**src/design/acdm_pkg.sv**
```systemverilog
// shared types and constants for the axis calibrate / deadzone mapper
package acdm_pkg;

  localparam int SAMPLE_BITS = 24;
  // divisor width: raw span or 16-bit output-domain divisors
  localparam int DW          = (SAMPLE_BITS > 16) ? SAMPLE_BITS : 16;
  // dividend width: product of a divisor-wide value and a 16-bit constant
  localparam int NW          = (SAMPLE_BITS + 16 > 32) ? SAMPLE_BITS + 16 : 32;
  localparam int QW          = 16;
  localparam int DIV_STAGES  = QW;

  localparam logic [15:0] FULL_SCALE = 16'd65534;
  localparam logic [15:0] MID_SCALE  = 16'd32767;

  typedef enum logic [2:0] {
    CFG_RANGE_MIN  = 3'd0,
    CFG_RANGE_MAX  = 3'd1,
    CFG_DEADZONE   = 3'd2,
    CFG_CENTERED   = 3'd3,
    CFG_WHEEL_MODE = 3'd4,
    CFG_WHEEL_CTR  = 3'd5,
    CFG_WHEEL_HALF = 3'd6
  } cfg_idx_t;

  // sideband that travels with a dividend through a divider
  typedef struct packed {
    logic        forced;
    logic [15:0] fval;
    logic [15:0] add;
  } side_t;

endpackage

```
**src/design/acdm_div.sv**
```systemverilog
// pipelined restoring divider, one quotient bit per stage
module acdm_div
  import acdm_pkg::*;
(
  input  logic                  clk,
  input  logic [DIV_STAGES-1:0] en,
  input  logic [NW-1:0]         num_i,
  input  logic [DW-1:0]         den_i,
  input  side_t                 side_i,
  output logic [QW-1:0]         quo_o,
  output side_t                 side_o
);

  logic [NW-1:0] rem_r  [DIV_STAGES];
  logic [NW-1:0] rem_nxt[DIV_STAGES];
  logic [QW-1:0] quo_r  [DIV_STAGES];
  logic [QW-1:0] quo_nxt[DIV_STAGES];
  logic [DW-1:0] den_r  [DIV_STAGES];
  side_t         side_r [DIV_STAGES];

  for (genvar k = 0; k < DIV_STAGES; k++) begin : g_st
    localparam int BP = DIV_STAGES - 1 - k;
    logic [NW-1:0] rem_src;
    logic [QW-1:0] quo_src;
    logic [DW-1:0] den_src;
    side_t         side_src;
    logic [NW-1:0] shd;
    logic          ge;

    if (k == 0) begin : g_first
      assign rem_src  = num_i;
      assign quo_src  = '0;
      assign den_src  = den_i;
      assign side_src = side_i;
    end else begin : g_next
      assign rem_src  = rem_r[k-1];
      assign quo_src  = quo_r[k-1];
      assign den_src  = den_r[k-1];
      assign side_src = side_r[k-1];
    end

    assign shd        = NW'(den_src) << BP;
    assign ge         = (rem_src >= shd);
    assign rem_nxt[k] = ge ? (rem_src - shd) : rem_src;
    assign quo_nxt[k] = quo_src | (ge ? (QW'(1) << BP) : QW'(0));

    always_ff @(posedge clk) begin
      if (en[k]) begin
        rem_r[k]  <= rem_nxt[k];
        quo_r[k]  <= quo_nxt[k];
        den_r[k]  <= den_src;
        side_r[k] <= side_src;
      end
    end
  end

  assign quo_o  = quo_r[DIV_STAGES-1];
  assign side_o = side_r[DIV_STAGES-1];

endmodule

```
**config.mk**
```make
export PLATFORM = sky130hd
export DESIGN_NAME = acdm_div
export DESIGN_NICKNAME = d
export VERILOG_FILES = /design/src/design/acdm_pkg.sv /design/src/design/acdm_div.sv
export SDC_FILE = /design/constraint.sdc
export NUM_CORES = 2
export LEC_CHECK = 0
export ABC_AREA = 1
export BUFFER_PORTS_ARGS = -buffer_cell sky130_fd_sc_hd__buf_2
export CAP_MARGIN = 20
export CELL_PAD_IN_SITES_DETAIL_PLACEMENT = 0
export CELL_PAD_IN_SITES_GLOBAL_PLACEMENT = 2
export CORE_ASPECT_RATIO = 1.1
export CORE_MARGIN = 3
export CORE_UTILIZATION = 45
export CTS_BUF_LIST = sky130_fd_sc_hd__clkbuf_4 sky130_fd_sc_hd__clkbuf_8
export DETAILED_ROUTE_END_ITERATION = 12
export HOLD_SLACK_MARGIN = 0.05
export PLACE_DENSITY = 0.91
export SLEW_MARGIN = 20
export SYNTH_ARGS = -nofsm -noshare
export SYNTH_HDL_FRONTEND = slang
export SYNTH_SLANG_ARGS = --single-unit
export TNS_END_PERCENT = 50
```
**constraint.sdc**
```tcl
create_clock -name clk -period 4.3 [get_ports clk]
set_clock_uncertainty 0.05 [all_clocks]
set_input_delay 0.215 -clock clk [delete_from_list [all_inputs] [get_ports clk]]
set_output_delay 0.215 -clock clk [all_outputs]
set_load 0.01 [all_outputs]
```
-- Word-level counts from Yosys, hierarchy flattened
Memory sizes are Yosys's and may differ from the RTL's.
Cells that the tools add are included.
W data, S select, Z words.
- register bits after elaboration: 0
- output and inout bits: 49
- memories: 4
- bits in writable memories: 1808
- logic and storage cells: 115
- memory list (memory ; depth ; bits a word ; rd ports ; clocked after Yosys merged registers in ; wr ports ; RTL line ; RTL):
    rem_r ; 16 ; 40 ; 15 ; 0 ; 16 ; acdm_div.sv:14 ; logic [NW-1:0] rem_r [DIV_STAGES];
    side_r ; 16 ; 33 ; 16 ; 0 ; 16 ; acdm_div.sv:19 ; side_t side_r [DIV_STAGES];
    den_r ; 16 ; 24 ; 15 ; 0 ; 16 ; acdm_div.sv:18 ; logic [DW-1:0] den_r [DIV_STAGES];
    quo_r ; 16 ; 16 ; 16 ; 0 ; 16 ; acdm_div.sv:16 ; logic [QW-1:0] quo_r [DIV_STAGES];
- mux-type cells: 64
- order comparisons: 16
- $add $sub $neg: 16
- bitwise logic cells: 15
- operator list (operator ; count):
    $mux W40 ; 16
    $ge A40 B24 Y1 ; 1
    $ge A40 B25 Y1 ; 1
    $ge A40 B26 Y1 ; 1
    $ge A40 B27 Y1 ; 1
    $ge A40 B28 Y1 ; 1
    $ge A40 B29 Y1 ; 1
    $ge A40 B30 Y1 ; 1
    $ge A40 B31 Y1 ; 1
    $ge A40 B32 Y1 ; 1
    $ge A40 B33 Y1 ; 1
    $ge A40 B34 Y1 ; 1
    $ge A40 B35 Y1 ; 1
    $ge A40 B36 Y1 ; 1
    $ge A40 B37 Y1 ; 1
    $ge A40 B38 Y1 ; 1
    $ge A40 B39 Y1 ; 1
    $sub A40 B24 Y40 ; 1
    $sub A40 B25 Y40 ; 1
    $sub A40 B26 Y40 ; 1
    $sub A40 B27 Y40 ; 1
    $sub A40 B28 Y40 ; 1
    $sub A40 B29 Y40 ; 1
    $sub A40 B30 Y40 ; 1
    40 further kinds ; 72

-- Longest topological paths before layout
An unclocked memory read counts as a cell.
- depth in word-level cells: 4
- mapped depth: 17
- depth with buffers taken out: 16

-- Worst setup path before layout
No wires, ideal clock.
- kind: reg2reg
- start: memory rem_r[1][162] (netlist bit)
- end: memory rem_r[1][211] (netlist bit), data pin
- arrival time: 2.066 ns
- slack: 1.927 ns
- buffers on the path: 2
- cell stages (with the launch flop): 17
- required time: 3.993 ns
- path through: edfxtp_1 -> inv_1 -> ha_1 -> inv_1 -> fa_1 -> nand3_1 -> nand3_2 -> nand2_2 -> nand2_2 -> nand2_2 -> nand2_4 -> nand3_4 -> nand2_4 -> inv_2 -> buf_6 -> buf_8 -> o21ai_2
- RTL lines (element ; RTL line):
    from (decl) ; acdm_div.sv:14

==> reports/results.ini <==
[outcome]
result_of_the_run=finished, final reports clean

[synth]
yosys.cell_count.top_type=sky130_fd_sc_hd__nand2_1
synth_edf_count=1624
synth.yosys.warnings=0
synth_cell_types=50
postSynthNetCount=9964
yosys.area.top_type_share_pct=56.2
sequential_cell_area_fraction_in_the_yosys_report_pct=56.2
post_syn_area_um2=86700
synth.avg_cell_area_um2=9.18
synth_async_reset_ratio_pct=0
post-synth-top-area-cell=sky130_fd_sc_hd__edfxtp_1
yosys_register_bits=1624
syn-instance-count=9451
dominantRegCellSynth=sky130_fd_sc_hd__edfxtp_1
ys_top_cells_by_area=sky130_fd_sc_hd__edfxtp_1 56%, sky130_fd_sc_hd__nand2_1 13%, sky130_fd_sc_hd__inv_1 6.4%, sky130_fd_sc_hd__ha_1 5.5%, sky130_fd_sc_hd__nor2_1 3.2%
synthTopCellsByCount=3001 x sky130_fd_sc_hd__nand2_1, 1624 x sky130_fd_sc_hd__edfxtp_1, 1490 x sky130_fd_sc_hd__inv_1, 748 x sky130_fd_sc_hd__nor2_1, 480 x sky130_fd_sc_hd__nand3_1

[routing]
routed.top_layer=met4
first_iter_violations=5045
num_vias=66200
routedWlPerCell_um=21.5
routed-wl-met3_um=13500
firstDrtPassIters=6
met1Wirelength_um=110000
met2RoutedLength_um=138000
remaining_drc_errors=0
detail_route.vias_per_cell=5.16
drtAntennaViolNets=0
drt-total-wl_um=275000

[timing]
setup_violations=0
final.setup.tns_ns=0
post-route-min-period_ns=3.47
postLayoutSetupSlackWorst_ns=0.828
report.final.hold_viol_count=0
unrepaired_setup_endpoints_after_global_routing=false
relative_slew_margins_pct=35.8
final_min_period_over_clock_period_pct=80.7
worst_slew_pin_slew_ns=0.963
fmax_ghz=0.288
timing.final.max_slew_violations=0

[global_routing]
grt_max_degree=107
number_of_antenna_violations_at_the_first_check_in_global_routing=1
first_global_vias=65800
grt_util_overall_pct=27.5
grt_pass1_wl_um=406000
overflow=0

[cts]
clkTransAtPathRegs_ns=0.06
clock_tree.root_cell=sky130_fd_sc_hd__clkbuf_8
htree_levels=5
insertion_delay_ns=1.05
cts.hold.buffers_added=235
tritoncts.num_buffers=286
cts_setup_buffers=0
clock_sink_count=1624
clockBufferDepth=4
cts_resized=0
tritoncts_clock_tree=yes

[placement]
detailedPlace.worstSlack_ns=0.772
gp_congestion=0.993
port_buffers=162
placed_cells_incl_taps=12100
detailed_place_hpwl_um=217000

[min_path]
min_delay_worst_endpoint=side_r[1][34]
min-delay-path-class=primary input to flip-flop
hold_path_startpoint=en[9]
min_path_cells=2

[worst_setup_path]
crit_path_start_kind=flip-flop
timing.critical_path.cells=ha_1, nand2_1, nor3_1, nand2_1, nor2_1, nand3_1, nand3_2, inv_2, nand2_1, nand2_1
critPathKind=flip-flop to flip-flop
cpLargestDelayFamily=simple AND/OR/NAND/NOR gates
timing.critical_path.required_ns=4.97
rr_endpoint=rem_r[0][113]
crit_path_max_fanout=24
cp.depth=10
timing.rr.start=rem_r[0][55]
endpoint_kind=flip-flop
timing.critical_path.arrival_ns=4.14
r2r_setup_slack_ns=0.83
critical_path_buf_inv_count=1
critical_path.most_common_cell=sky130_fd_sc_hd__nand2_1
crit_start=rem_r[0][55]
cp_slowest_cell=sky130_fd_sc_hd__nor2_1
reg2regPathDepth=10
crit_path_largest_cell_delay_ns=0.53

[floorplan]
dieWidth_um=425
row_count=168
die_area_um2=198000
ios=163
dieHeight_um=466
core_area_um2=191000
initial_core_util_pct=45.4

[layout]
proportion_of_layout_cells_with_a_drive_suffix_above_1_pct=7.88
fillers=17700
multi_input_area_um2=31600
ff_latch_area_um2=48800
num-nets-final=10600
instances_no_fill=12800
flow.area_growth_from_synthesis_pct=13.1
final_core_utilization_pct=51.3

[pwr]
p_per_area_nw_per_um2=607
leakagePower_nw=43.0
ir_worst_vdd_mv=0.338

[job]
maxCapViolations=0

[kinds of logic after synthesis]
family          share of synthesized area, %
simple gates                            22.7
flops                                   56.2
fa+ha+maj                               5.89
xor+xnor                                2.25
buf+inv                                 7.40
compound gates                          5.51
[power breakdown]
group | switching, mW | internal [mW]
Combinational | 15.0 | 7.26
Clock | 6.23 | 7.59
Sequential | 2.43 | 21.0
Total | 23.7 | 35.9
[cell usage in the layout, fill, tap and decap left out, types with 11 or more instances in the layout]
master,instances
sky130_fd_sc_hd__nand2_1,3001
sky130_fd_sc_hd__nor4_1,31
sky130_fd_sc_hd__xor2_1,125
sky130_fd_sc_hd__nand2_2,38
sky130_fd_sc_hd__o21bai_1,34
sky130_fd_sc_hd__nand3_2,12
sky130_fd_sc_hd__xnor2_1,98
sky130_fd_sc_hd__clkinv_2,37
sky130_fd_sc_hd__nand3_1,480
sky130_fd_sc_hd__and2_1,12
sky130_fd_sc_hd__bufinv_16,12
sky130_fd_sc_hd__buf_4,46
sky130_fd_sc_hd__nor2_1,748
sky130_fd_sc_hd__o21ai_0,253
sky130_fd_sc_hd__nand4_1,201
sky130_fd_sc_hd__buf_2,147
sky130_fd_sc_hd__clkinv_1,47
sky130_fd_sc_hd__dlygate4sd3_1,235
sky130_fd_sc_hd__clkbuf_4,63
sky130_fd_sc_hd__ha_1,384
sky130_fd_sc_hd__o21ai_2,48
sky130_fd_sc_hd__or2_2,17
sky130_fd_sc_hd__clkbuf_8,294
sky130_fd_sc_hd__a21oi_1,450
sky130_fd_sc_hd__nor3_1,109
sky130_fd_sc_hd__edfxtp_1,1624
sky130_fd_sc_hd__inv_1,1490
sky130_fd_sc_hd__fa_1,15
sky130_fd_sc_hd__nand3b_1,37
sky130_fd_sc_hd__o21ai_1,56
sky130_fd_sc_hd__clkinvlp_4,11
sky130_fd_sc_hd__a21oi_2,17
sky130_fd_sc_hd__inv_2,15
sky130_fd_sc_hd__nor2_2,20
[flip-flops by register name, summed over array words and instances (netlist names)]
| register | count |
|---|---|
| rem_r | 600 |
| den_r | 360 |
| side_r | 528 |
| quo_r | 136 |
[cell type report]
type                            instances  area share (%)
Inverter                             1508            5.78
Clock inverter                        112           0.865
Clock buffer                          357            4.61
Multi-Input combinational cell       6237            32.2
Timing Repair Buffer                  435            3.63
Sequential cell                      1624            49.7
Antenna cell                            3         0.00765
Tap cell                             2550            3.25
[worst reg2reg max path: cells and delay by family (launching register included)]
kind / cells / cell delay, ns
adders and majority gates: 1 / 0.43
and+or+nand+nor: 8 / 1.95
buffers and inverters: 1 / 0.34
DFF: 1 / 0.41
[worst max path at each step]
| stage | endpoint | slack [ns] |
|---|---|---|
| 2_1_floorplan | rem_r[1][211] | 1.93 |
| 4_1_cts | rem_r[0][113] | 0.74 |
| 5_1_grt | rem_r[0][212] | 0.59 |
| 3_5_place_dp | rem_r[0][113] | 0.77 |
| 3_3_place_gp | rem_r[0][113] | 0.79 |
| 6_report | rem_r[0][113] | 0.83 |
[routing by layer]
| layer | vias up | global-route usage, % |
|---|---|---|
| met3 | 522 | 3.74 |
| met5 | - | 0 |
| li1 | 32500 | - |
| met2 | 2030 | 48.7 |
| met1 | 31100 | 33.2 |
| met4 | 0 | 12.5 |
[metrics by stage]
stage | hold slack, ns | power (mW) | instance area, um^2
floorplan | 0.264 | 37.4 | 86700
global placement | 0.341 | 45.6 | 90400
detailed placement | 0.343 | 45.6 | 90400
CTS | 0.0506 | 59.8 | 98100
global route | 0.0837 | 63.4 | 98100
finish | 0.155 | 59.5 | 98100
(Power assumes the default switching activity.)
